$ cat src/hdl/fpp_pkg.sv
// ----------------------------------------------------------------------------
// fpp_pkg
// Shared types and record codes for the fast-path input PDU parser.
// ----------------------------------------------------------------------------
package fpp_pkg;

    // Record kinds on the result channel
    localparam logic [2:0] KIND_HEADER   = 3'd0;
    localparam logic [2:0] KIND_SYNC     = 3'd1;
    localparam logic [2:0] KIND_SCAN     = 3'd2;
    localparam logic [2:0] KIND_MOUSE    = 3'd3;
    localparam logic [2:0] KIND_MOUSEX   = 3'd4;
    localparam logic [2:0] KIND_UNICODE  = 3'd5;
    localparam logic [2:0] KIND_TRUNC    = 3'd6;
    localparam logic [2:0] KIND_BADFLAGS = 3'd7;

    // One result record
    typedef struct packed {
        logic [2:0]  record_kind;
        logic [15:0] first_value;
        logic [15:0] second_value;
        logic [15:0] flag_word;
    } rec_t;

endpackage

$ cat src/hdl/fpp_chan_if.sv
// ----------------------------------------------------------------------------
// fpp_in_if / fpp_out_if
// Valid/ready channels for PDU bytes in and parsed records out.
// ----------------------------------------------------------------------------
interface fpp_in_if;
    logic       valid;
    logic       ready;
    logic [7:0] data_byte;
    logic       last_byte;

    modport source (output valid, output data_byte, output last_byte, input ready);
    modport sink   (input valid, input data_byte, input last_byte, output ready);
endinterface

interface fpp_out_if;
    logic        valid;
    logic        ready;
    logic [2:0]  record_kind;
    logic [15:0] first_value;
    logic [15:0] second_value;
    logic [15:0] flag_word;

    modport source (output valid, output record_kind, output first_value,
                    output second_value, output flag_word, input ready);
    modport sink   (input valid, input record_kind, input first_value,
                    input second_value, input flag_word, output ready);
endinterface

$ cat src/hdl/fastpath_input_pdu_parser_top.sv
// ----------------------------------------------------------------------------
// fastpath_input_pdu_parser_top
// Fast-path input PDU parser: one PDU byte in per transaction, records out.
// ----------------------------------------------------------------------------
// The block takes one byte per clock cycle while in_chan.ready is high, with
// last_byte marking the final byte of a PDU. Each byte is decoded in the cycle
// it is accepted and its record, if any, is registered into the result register
// that drives the output channel. A second result register (skid entry) absorbs
// one record while the output side stalls, so in_chan.ready drops only when both
// hold a record; it is a registered signal and does not depend on out_chan.ready
// in the same cycle. Records come out in byte order: a header record once the
// length is complete, one record per completed sync, scan, mouse or unicode event,
// and a truncated or bad-flags record where the PDU is malformed, after which
// bytes are dropped until the final byte. Any final byte returns the parser to
// the start of a new PDU.
// ----------------------------------------------------------------------------
module fastpath_input_pdu_parser_top (
    input  logic       clk,
    input  logic       rst_n,
    fpp_in_if.sink     in_chan,
    fpp_out_if.source  out_chan
);

    logic          take;
    logic          space;
    logic          rec_valid;
    fpp_pkg::rec_t rec;
    fpp_pkg::rec_t out_rec;

    // Accept a byte whenever the skid entry is free
    assign in_chan.ready = space;
    assign take          = in_chan.valid & space;

    fpp_parse u_parse (
        .clk       (clk),
        .rst_n     (rst_n),
        .take      (take),
        .data_byte (in_chan.data_byte),
        .last_byte (in_chan.last_byte),
        .rec_valid (rec_valid),
        .rec       (rec)
    );

    // Push only records that belong to an accepted byte
    fpp_obuf u_obuf (
        .clk       (clk),
        .rst_n     (rst_n),
        .push      (take & rec_valid),
        .push_rec  (rec),
        .space     (space),
        .out_valid (out_chan.valid),
        .out_ready (out_chan.ready),
        .out_rec   (out_rec)
    );

    assign out_chan.record_kind  = out_rec.record_kind;
    assign out_chan.first_value  = out_rec.first_value;
    assign out_chan.second_value = out_rec.second_value;
    assign out_chan.flag_word    = out_rec.flag_word;

endmodule

$ cat src/hdl/fpp_parse.sv
// ----------------------------------------------------------------------------
// fpp_parse
// Parser state and per-byte decode; produces at most one record per byte.
// ----------------------------------------------------------------------------
module fpp_parse (
    input  logic          clk,
    input  logic          rst_n,
    input  logic          take,
    input  logic [7:0]    data_byte,
    input  logic          last_byte,
    output logic          rec_valid,
    output fpp_pkg::rec_t rec
);

    localparam logic [2:0] PH_HDR     = 3'd0;
    localparam logic [2:0] PH_LEN1    = 3'd1;
    localparam logic [2:0] PH_LEN2    = 3'd2;
    localparam logic [2:0] PH_EVHDR   = 3'd3;
    localparam logic [2:0] PH_PAYLOAD = 3'd4;
    localparam logic [2:0] PH_IDLE    = 3'd5;

    localparam logic [2:0] EV_SCAN    = 3'd0;
    localparam logic [2:0] EV_MOUSE   = 3'd1;
    localparam logic [2:0] EV_MOUSEX  = 3'd2;
    localparam logic [2:0] EV_SYNC    = 3'd3;
    localparam logic [2:0] EV_UNICODE = 3'd4;

    function automatic logic [2:0] payload_need(input logic [2:0] code);
        logic [2:0] n;
        begin
            unique case (code)
                EV_SCAN:              n = 3'd1;
                EV_MOUSE, EV_MOUSEX:  n = 3'd6;
                EV_UNICODE:           n = 3'd2;
                default:              n = 3'd0;
            endcase
            return n;
        end
    endfunction

    // Map event flags to slow-path keyboard flags
    function automatic logic [15:0] kbd_flags(input logic [4:0] fl);
        logic [15:0] r;
        begin
            r = 16'h0000;
            if (fl[0]) r = r | 16'hC000;
            if (fl[1]) r = r | 16'h0100;
            if (fl[2]) r = r | 16'h0200;
            return r;
        end
    endfunction

    logic [2:0]  phase_reg,  phase_next;
    logic [3:0]  events_reg, events_next;
    logic [2:0]  code_reg,   code_next;
    logic [4:0]  flags_reg,  flags_next;
    logic [2:0]  count_reg,  count_next;
    logic [47:0] shift_reg,  shift_next;
    logic [14:0] hold_reg,   hold_next;

    logic [2:0]  ev_code;
    logic [4:0]  ev_flags;
    logic [3:0]  events_dec;
    logic [2:0]  cnt_inc;
    logic [2:0]  need_held;
    logic [47:0] shift_ins;
    logic [14:0] hdr_len;

    always_comb
    begin
        ev_code    = data_byte[7:5];
        ev_flags   = data_byte[4:0];
        events_dec = (events_reg != 4'd0) ? events_reg - 4'd1 : 4'd0;
        cnt_inc    = count_reg + 3'd1;
        need_held  = payload_need(code_reg);
        hdr_len    = (phase_reg == PH_LEN2) ? {hold_reg[14:8], data_byte}
                                            : {7'b0, data_byte};
        for (int i = 0; i < 6; i++)
        begin
            shift_ins[i*8 +: 8] = shift_reg[i*8 +: 8]
                                | ((count_reg == 3'(i)) ? data_byte : 8'h00);
        end
    end

    always_comb
    begin
        phase_next  = phase_reg;
        events_next = events_reg;
        code_next   = code_reg;
        flags_next  = flags_reg;
        count_next  = count_reg;
        shift_next  = shift_reg;
        hold_next   = hold_reg;
        rec_valid   = 1'b0;
        rec         = '0;

        unique case (phase_reg)
            PH_HDR:
            begin
                hold_next = {7'b0, data_byte};
                if (last_byte)
                begin
                    rec_valid       = 1'b1;
                    rec.record_kind = fpp_pkg::KIND_TRUNC;
                end
                else
                begin
                    phase_next = PH_LEN1;
                end
            end
            PH_LEN1, PH_LEN2:
            begin
                if (phase_reg == PH_LEN1 && data_byte[7])
                begin
                    hold_next = {data_byte[6:0], hold_reg[7:0]};
                    if (last_byte)
                    begin
                        rec_valid       = 1'b1;
                        rec.record_kind = fpp_pkg::KIND_TRUNC;
                    end
                    else
                    begin
                        phase_next = PH_LEN2;
                    end
                end
                else
                begin
                    // Length complete: emit the header record
                    events_next      = hold_reg[5:2];
                    phase_next       = (hold_reg[5:2] != 4'd0) ? PH_EVHDR : PH_IDLE;
                    rec_valid        = 1'b1;
                    rec.record_kind  = fpp_pkg::KIND_HEADER;
                    rec.first_value  = {1'b0, hdr_len};
                    rec.second_value = {12'b0, hold_reg[5:2]};
                    rec.flag_word    = {14'b0, hold_reg[7:6]};
                end
            end
            PH_EVHDR:
            begin
                code_next  = ev_code;
                flags_next = ev_flags;
                if ((ev_code == EV_MOUSE || ev_code == EV_MOUSEX) && ev_flags != 5'd0)
                begin
                    rec_valid       = 1'b1;
                    rec.record_kind = fpp_pkg::KIND_BADFLAGS;
                    phase_next      = PH_IDLE;
                end
                else if (payload_need(ev_code) != 3'd0)
                begin
                    if (last_byte)
                    begin
                        rec_valid       = 1'b1;
                        rec.record_kind = fpp_pkg::KIND_TRUNC;
                    end
                    else
                    begin
                        count_next = 3'd0;
                        shift_next = '0;
                        phase_next = PH_PAYLOAD;
                    end
                end
                else
                begin
                    // Sync reports its toggles; unknown codes pass silently
                    if (ev_code == EV_SYNC)
                    begin
                        rec_valid       = 1'b1;
                        rec.record_kind = fpp_pkg::KIND_SYNC;
                        rec.first_value = {11'b0, ev_flags};
                    end
                    events_next = events_dec;
                    phase_next  = (events_dec != 4'd0) ? PH_EVHDR : PH_IDLE;
                end
            end
            PH_PAYLOAD:
            begin
                count_next = cnt_inc;
                shift_next = shift_ins;
                if (cnt_inc >= need_held)
                begin
                    rec_valid = 1'b1;
                    unique case (code_reg)
                        EV_SCAN:
                        begin
                            rec.record_kind = fpp_pkg::KIND_SCAN;
                            rec.first_value = {8'b0, shift_ins[7:0]};
                            rec.flag_word   = kbd_flags(flags_reg);
                        end
                        EV_MOUSE, EV_MOUSEX:
                        begin
                            rec.record_kind  = (code_reg == EV_MOUSE)
                                             ? fpp_pkg::KIND_MOUSE : fpp_pkg::KIND_MOUSEX;
                            rec.first_value  = shift_ins[31:16];
                            rec.second_value = shift_ins[47:32];
                            rec.flag_word    = shift_ins[15:0];
                        end
                        default:
                        begin
                            rec.record_kind = fpp_pkg::KIND_UNICODE;
                            rec.first_value = shift_ins[15:0];
                            rec.flag_word   = kbd_flags(flags_reg);
                        end
                    endcase
                    events_next = events_dec;
                    phase_next  = (events_dec != 4'd0) ? PH_EVHDR : PH_IDLE;
                end
                else if (last_byte)
                begin
                    rec_valid       = 1'b1;
                    rec.record_kind = fpp_pkg::KIND_TRUNC;
                end
            end
            default:
            begin
                // Parse done or stopped: drop bytes until the final one
            end
        endcase

        // The final byte returns everything to the start of a PDU
        if (last_byte)
        begin
            phase_next  = PH_HDR;
            events_next = 4'd0;
            code_next   = 3'd0;
            flags_next  = 5'd0;
            count_next  = 3'd0;
            shift_next  = '0;
            hold_next   = '0;
        end
    end

    always_ff @(posedge clk or negedge rst_n)
    begin
        if (!rst_n)
        begin
            phase_reg  <= PH_HDR;
            events_reg <= 4'd0;
            code_reg   <= 3'd0;
            flags_reg  <= 5'd0;
            count_reg  <= 3'd0;
            shift_reg  <= '0;
            hold_reg   <= '0;
        end
        else if (take)
        begin
            phase_reg  <= phase_next;
            events_reg <= events_next;
            code_reg   <= code_next;
            flags_reg  <= flags_next;
            count_reg  <= count_next;
            shift_reg  <= shift_next;
            hold_reg   <= hold_next;
        end
    end

endmodule

$ cat src/hdl/fpp_obuf.sv
// ----------------------------------------------------------------------------
// fpp_obuf
// Result register with a skid entry; decouples input ready from output ready.
// ----------------------------------------------------------------------------
module fpp_obuf (
    input  logic          clk,
    input  logic          rst_n,
    input  logic          push,
    input  fpp_pkg::rec_t push_rec,
    output logic          space,
    output logic          out_valid,
    input  logic          out_ready,
    output fpp_pkg::rec_t out_rec
);

    logic          out_valid_reg,  out_valid_next;
    logic          skid_valid_reg, skid_valid_next;
    fpp_pkg::rec_t out_rec_reg,    out_rec_next;
    fpp_pkg::rec_t skid_rec_reg,   skid_rec_next;
    logic          take_out;

    always_comb
    begin
        take_out        = out_valid_reg & out_ready;
        out_valid_next  = out_valid_reg;
        skid_valid_next = skid_valid_reg;
        out_rec_next    = out_rec_reg;
        skid_rec_next   = skid_rec_reg;
        if (skid_valid_reg)
        begin
            if (take_out)
            begin
                out_rec_next    = skid_rec_reg;
                skid_valid_next = 1'b0;
            end
        end
        else if (push)
        begin
            if (out_valid_reg && !out_ready)
            begin
                skid_rec_next   = push_rec;
                skid_valid_next = 1'b1;
            end
            else
            begin
                out_rec_next   = push_rec;
                out_valid_next = 1'b1;
            end
        end
        else if (take_out)
        begin
            out_valid_next = 1'b0;
        end
    end

    always_ff @(posedge clk or negedge rst_n)
    begin
        if (!rst_n)
        begin
            out_valid_reg  <= 1'b0;
            skid_valid_reg <= 1'b0;
        end
        else
        begin
            out_valid_reg  <= out_valid_next;
            skid_valid_reg <= skid_valid_next;
        end
    end

    always_ff @(posedge clk)
    begin
        out_rec_reg  <= out_rec_next;
        skid_rec_reg <= skid_rec_next;
    end

    assign space     = ~skid_valid_reg;
    assign out_valid = out_valid_reg;
    assign out_rec   = out_rec_reg;

endmodule

$ cat src/flat_wrapper.sv
// flat-port wrapper written by rule: the top's interface ports become plain ports
module fastpath_input_pdu_parser_top_flat 
  (clk, rst_n, in_chan_valid, in_chan_data_byte, in_chan_last_byte, in_chan_ready, out_chan_valid, out_chan_record_kind, out_chan_first_value, out_chan_second_value, out_chan_flag_word, out_chan_ready);
  fpp_in_if in_chan_i ();
  fpp_out_if out_chan_i ();
  input  logic clk;
  input  logic rst_n;
  input wire logic [$bits(in_chan_i.valid)-1:0] in_chan_valid;
  input wire logic [$bits(in_chan_i.data_byte)-1:0] in_chan_data_byte;
  input wire logic [$bits(in_chan_i.last_byte)-1:0] in_chan_last_byte;
  output wire logic [$bits(in_chan_i.ready)-1:0] in_chan_ready;
  output wire logic [$bits(out_chan_i.valid)-1:0] out_chan_valid;
  output wire logic [$bits(out_chan_i.record_kind)-1:0] out_chan_record_kind;
  output wire logic [$bits(out_chan_i.first_value)-1:0] out_chan_first_value;
  output wire logic [$bits(out_chan_i.second_value)-1:0] out_chan_second_value;
  output wire logic [$bits(out_chan_i.flag_word)-1:0] out_chan_flag_word;
  input wire logic [$bits(out_chan_i.ready)-1:0] out_chan_ready;
  assign in_chan_i.valid = in_chan_valid;
  assign in_chan_i.data_byte = in_chan_data_byte;
  assign in_chan_i.last_byte = in_chan_last_byte;
  assign in_chan_ready = in_chan_i.ready;
  assign out_chan_valid = out_chan_i.valid;
  assign out_chan_record_kind = out_chan_i.record_kind;
  assign out_chan_first_value = out_chan_i.first_value;
  assign out_chan_second_value = out_chan_i.second_value;
  assign out_chan_flag_word = out_chan_i.flag_word;
  assign out_chan_i.ready = out_chan_ready;
  fastpath_input_pdu_parser_top u_core (.clk(clk), .rst_n(rst_n), .in_chan(in_chan_i), .out_chan(out_chan_i));
endmodule
$ cat config.mk
export PLATFORM = sky130hd
export DESIGN_NAME = fastpath_input_pdu_parser_top_flat
export DESIGN_NICKNAME = d
export VERILOG_FILES = /design/src/hdl/fpp_pkg.sv /design/src/hdl/fpp_chan_if.sv /design/src/hdl/fastpath_input_pdu_parser_top.sv /design/src/hdl/fpp_parse.sv /design/src/hdl/fpp_obuf.sv /design/src/flat_wrapper.sv
export SDC_FILE = /design/constraint.sdc
export NUM_CORES = 1
export LEC_CHECK = 0
export BUFFER_PORTS_ARGS = -buffer_cell sky130_fd_sc_hd__buf_4
export CORE_MARGIN = 5
export CORE_UTILIZATION = 40
export DETAILED_ROUTE_END_ITERATION = 16
export GPL_ROUTABILITY_DRIVEN = 0
export GPL_TIMING_DRIVEN = 1
export PLACE_DENSITY = 0.61
export REMOVE_ABC_BUFFERS = 1
export SETUP_SLACK_MARGIN = 0.15
export SYNTH_ARGS = -nofsm -noshare
export SYNTH_HDL_FRONTEND = slang
export SYNTH_SLANG_ARGS = --single-unit
$ cat constraint.sdc
create_clock -name clk -period 12.4 [get_ports clk]
set_input_delay 2.48 -clock clk [delete_from_list [all_inputs] [get_ports clk]]
set_output_delay 2.48 -clock clk [all_outputs]
set_load 0.1 [all_outputs]
# Word-level counts from Yosys, hierarchy flattened
# Index checks and enable logic that the tools add are counted.
# totals
ff_bits	183
inputBits	13
wordCells	170
# classes
addsub	2
n_lt_le_gt_ge	1
eq_ne	26
mux	79
bitwise	10
n_reduce_logical	34
# op_table
cell	count
2-to-1 mux 51 bit	4
2-to-1 mux 48 bit	4
one-hot mux 48 bit (2 select lines)	1
2-to-1 mux 16 bit	5
2-to-1 mux 3 bit	22
one-hot mux 32 bit (2 select lines)	1
2-to-1 mux 8 bit	6
bitwise OR 8 bit	6
one-hot mux 16 bit (3 select lines)	1
2-to-1 mux 47 bit	1
2-to-1 mux 15 bit	3
one-hot mux 19 bit (2 select lines)	1
one-hot mux 15 bit (2 select lines)	1
2-to-1 mux 4 bit	6
one-hot mux 3 bit (4 select lines)	2
equality test 3 x 2 -> 1 bit, second input constant	7
inequality test 3 bit, second input constant	6
one-hot mux 3 bit (3 select lines)	2
AND reduction 3 bit	6
2-to-1 mux 17 bit	1
nonzero test 4 bit	4
equality test 3 bit, second input constant	5
2-to-1 mux 1 bit	13
equality test 3 x 1 -> 1 bit, second input constant	4
other kinds (23)	40

# Logic depth before layout (Yosys ltp)
# depth
depth_word	12
ltp_mapped	12

# Hierarchy
# Synthesis repeated with hierarchy kept, for this count alone.
# hier_totals
cells_unflattened	812
hier_area_um2	9283.9
# by_module_without_submodules
module	n_inst	cells_each	area_each_um2
fpp_parse	1	639	5331.4
fpp_obuf	1	171	3940.0
fastpath_input_pdu_parser_top	1	2	12.5

# Worst setup path after synthesis
# OpenSTA, ideal clock, no wires.
# synth_path
path_kind	input-to-reg
from	in in_chan_data_byte[6]
to	reg u_core.u_obuf.skid_rec_reg[0] in the netlist's numbering, enable pin
setup_ns	0.587
arrival_ns	8.279
t_required_ns	11.813
path_slack_ns	3.534
cell_stages	6
n_path_buf	1
path_cell_list	buf_2 > maj3_2 > o21a_1 > o32ai_1 > nor2_1 > nor4_1
# synth_between
elab_chain_len	11
word_cells_on_any_way	18
cone_classes	eq/ne (4); mux (7); bitwise (1); reduce/logical (6)
# synth_lines
element	line	rtl
start, declared	flat_wrapper.sv:9	input wire logic [$bits(in_chan_i.data_byte)-1:0] in_chan_data_byte;
equality test 3 x 1 -> 1 bit / equality test 3 x 2 -> 1 bit (equally long branches)	fpp_parse.sv:31, fpp_parse.sv:142	
OR reduction 2 bit	fpp_parse.sv:31	unique case (code)
one-hot mux 3 bit (3 select lines)	fpp_parse.sv:31	
2-to-1 mux 3 bit	fpp_parse.sv:142	if ((ev_code == EV_MOUSE || ev_code == EV_MOUSEX) && ev_flags != 5'd0)
2-to-1 mux 3 bit	fpp_parse.sv:97	unique case (phase_reg)
nonzero test 3 bit	fpp_parse.sv:148	else if (payload_need(ev_code) != 3'd0)
2-to-1 mux 1 bit	fpp_parse.sv:148	
2-to-1 mux 1 bit (*)	fpp_parse.sv:142	
one-hot mux 1 bit (4 select lines) (*)	fpp_parse.sv:97	
bitwise AND 1 bit (*)	fastpath_input_pdu_parser_top.sv:48	.push (take & rec_valid),
AND reduction 3 bit (no line) (*)	-	
end signal, assigned	fpp_obuf.sv:73	skid_rec_reg <= skid_rec_next;
end, declared	fpp_obuf.sv:19	fpp_pkg::rec_t skid_rec_reg, skid_rec_next;
# Every way passes the cells marked *; elsewhere a longest branch is shown, timed or not. The select of a mux whose other input is x is not followed.
# A chain may end at the register's enable or synchronous reset.

# Worst setup path in the final report
# layout_path
from	in in_chan_data_byte[5]
to	reg u_core.u_obuf.skid_rec_reg[0] in the netlist's numbering, enable pin
# The elaborated chain is that of the path after synthesis.

==> impl_metrics.yaml <==
synth:
  yosysSeqAreaShare_pct: 59.1
  synth_warnings: 0
  synth_top_area_share_pct: 35.9
  synthCells: 752
  synthesis.area_um2: 8530
  synthTopCellsByArea: "edfxtp_1 36%, dfrtp_1 23%, nand2_1 3.7%"
  synth_area_leader_cell: "edfxtp_1"
  synthArstFlopShare_pct: 43.6
  synth-edff-count: 102
  synth-main-ff-cell: "edfxtp_1"
  syn-mean-instance-area_um2: 11.3
  synth_cell_types: 70
  ys_seq_elements: 181
clock_tree:
  cts_resized: 0
  htree_levels: 4
  clk_latency_ps: 430
  cts_hold_buf: 0
  cts_setup_buffers: 0
  cts_sinks: 181
  cts_root_buf: "clkbuf_16"
  clock_path_buffers: 2
  cts_made_buffers: 17
  path_clk_slew_ps: 60
  cts_tree: "done"
die:
  die_h_um: 156
  ios: 66
  die-area_um2: 24400
  placementRows: 53
  start_util_pct: 40.6
  die_x_um: 156
  core_um2: 21000
routing:
  drt_wl_total_mm: 20.1
  wl_per_cell_um: 18.7
  drtIter0Drc: 546
  routed_via_density: 5.59
  first_pass_iters: 6
  antenna_left: 0
  drc_errors: 0
  num_vias: 6017
sta:
  max_slew.worst_pin.slew_ps: 1100
  rsz0062_at_grt: "no"
  drv_slew: 0
  setup_tns_ps: 0
  finalCritPeriodShare_pct: 35.0
  timing.final.crit_period_ps: 4340
  fin_skew_ps: 14.9
  fmax_mhz: 230
  setup_viol: 0
  hold_violations: 0
  slew_headroom_pct: 26.2
worst_setup_path:
  r2r-start: "u_core.u_parse.code_reg[1]"
  critPathRequiredTime_ps: 12450
  rrSetupSlack_ps: 8370
  r2r-end: "u_core.u_obuf.out_rec[0]"
  critPathLaunch: "in_chan_data_byte[5]"
  worstRegToRegCells: 10
  startpoint_type: "input port"
  crit_fanout: 51
  worstPathArrival_ps: 4390
  crit_type: "input port to flop"
  critPathCaptureType: "flop"
cells_and_area:
  areaGrowthSynthToFinish_pct: 15.2
  final_nets: 809
  diodes: 0
  finish.instance_area_um2: 9840
  drive_gt1_share_pct: 18.1
grt:
  antenna_found_initial: 0
  gr-usage-all-layers_pct: 16.7
  grt_pass1_wl_mm: 31.9
  grt_pass1_vias: 5753
  overflow: 0
  grt_max_degree: 64
placed_design:
  placed_area_um2: 9200
  portBuffers: 65
  dp_hpwl_mm: 13.1
job:
  cap_viol_max_count: 0
min_path:
  hold_path_class: "flop to flop"
  hp-start: "u_core.u_parse.shift_reg[15]"
  hold_end: "u_core.u_parse.shift_reg[15]"
  whs_path_depth: 2
pwr:
  peakVddDrop_uv: 143
  powerDensity_nw_per_um2: 291
  leakage_nw: 3.79
outcome:
  status: "complete, no violations"
through the flow:
step	utilization [%]	power, mW	worst slack [ps]	hold WS [ps]	std cells
after floorplan	-	1.98	3690	439	696
after global placement	43.8	2.30	7620	459	1044
after detailed placement	43.8	2.30	7600	467	1044
after CTS	46.8	2.89	8050	481	1076
after global routing	46.8	3.01	7980	507	1076
final	46.8	2.86	8060	477	1076
cells in the mapped netlist, drive strengths merged, types with 2 or more instances:
library cell / n
ha: 8
mux2i: 10
nor2: 59
o32ai: 3
o41ai: 2
a31oi: 6
o22a: 6
o21a: 8
and3: 3
nor2b: 10
o21bai: 6
a21oi: 60
a2111oi: 2
nor3: 11
nand2b: 6
a22o: 33
nand2: 84
buf: 24
a2bb2oi: 3
a22oi: 2
mux2: 25
o21ai: 48
nand3: 13
o31ai: 40
edfxtp: 102
clkinv: 2
inv: 18
or3: 3
xnor2: 3
and2: 3
or3b: 2
nand4: 5
o221a: 2
a211oi: 4
clkbuf: 32
o22ai: 7
dfrtp: 79
maj3: 2
layout make-up:
cell class | instances | area (µm²)
Clock inverter | 14 | 206
Tap cell | 275 | 344
Inverter | 20 | 75.1
Fill cell | 1914 | 11200
Sequential cell | 181 | 5040
Timing Repair Buffer | 73 | 548
Clock buffer | 18 | 429
Multi-Input combinational cell | 495 | 3190
worst max-delay path by stage:
stage / slack, ps / cells past startpoint / endpoint
after floorplan: 3690 / 5 / u_core.u_obuf.skid_rec_reg[0]
after global placement: 7620 / 7 / u_core.u_obuf.out_rec[7]
after detailed placement: 7600 / 7 / u_core.u_obuf.out_rec[8]
after CTS: 8050 / 7 / u_core.u_obuf.skid_rec_reg[12]
after global routing: 7980 / 7 / u_core.u_obuf.out_rec[7]
final: 8060 / 7 / u_core.u_obuf.skid_rec_reg[0]
cell usage in the layout (no fill, tap or decap), types with 14 or more instances in the layout:
master	netlist	final
inv_1	18	18
nand2_1	84	84
a21oi_1	59	59
buf_4	2	73
clkbuf_16	0	17
o31ai_1	40	40
a22o_1	33	33
o21ai_0	34	34
nor2_1	57	57
edfxtp_1	102	102
dfrtp_1	79	79
mux2_2	21	21
o21ai_1	14	14
cells by family after synthesis:
logic type / after synthesis / synth area share, %
compound gates: 241 / 19.4
simple gates: 205 / 11.2
flops: 181 / 59.1
buf+inv: 76 / 3.88
mux: 35 / 4.65
fa+ha+maj: 10 / 1.42
xor+xnor: 4 / 0.411
worst max-delay path, cell delays in order:
cell and delay, ps:
buf_4 190, maj3_2 410, o21a_1 190, o32ai_1 160
nor2_1 120, nor4_2 210, buf_4 550
power breakdown:
part,total [mW],internal (mW),switching (mW)
clock,0.580,0.356,0.224
sequential,0.929,0.838,0.0906
combinational,1.35,0.322,1.03
layer usage:
metal	routed length [µm]	part of all wire (%)	global-route usage (%)	up-vias
li1	-	-	-	2877
met5	0	0	0	-
met4	303	1.5	4.59	0
met1	9010	45	23.3	2914
met2	9450	47	26.4	205
met3	1310	6.5	3.88	21
No activity file was read; power rests on OpenSTA's default activity.
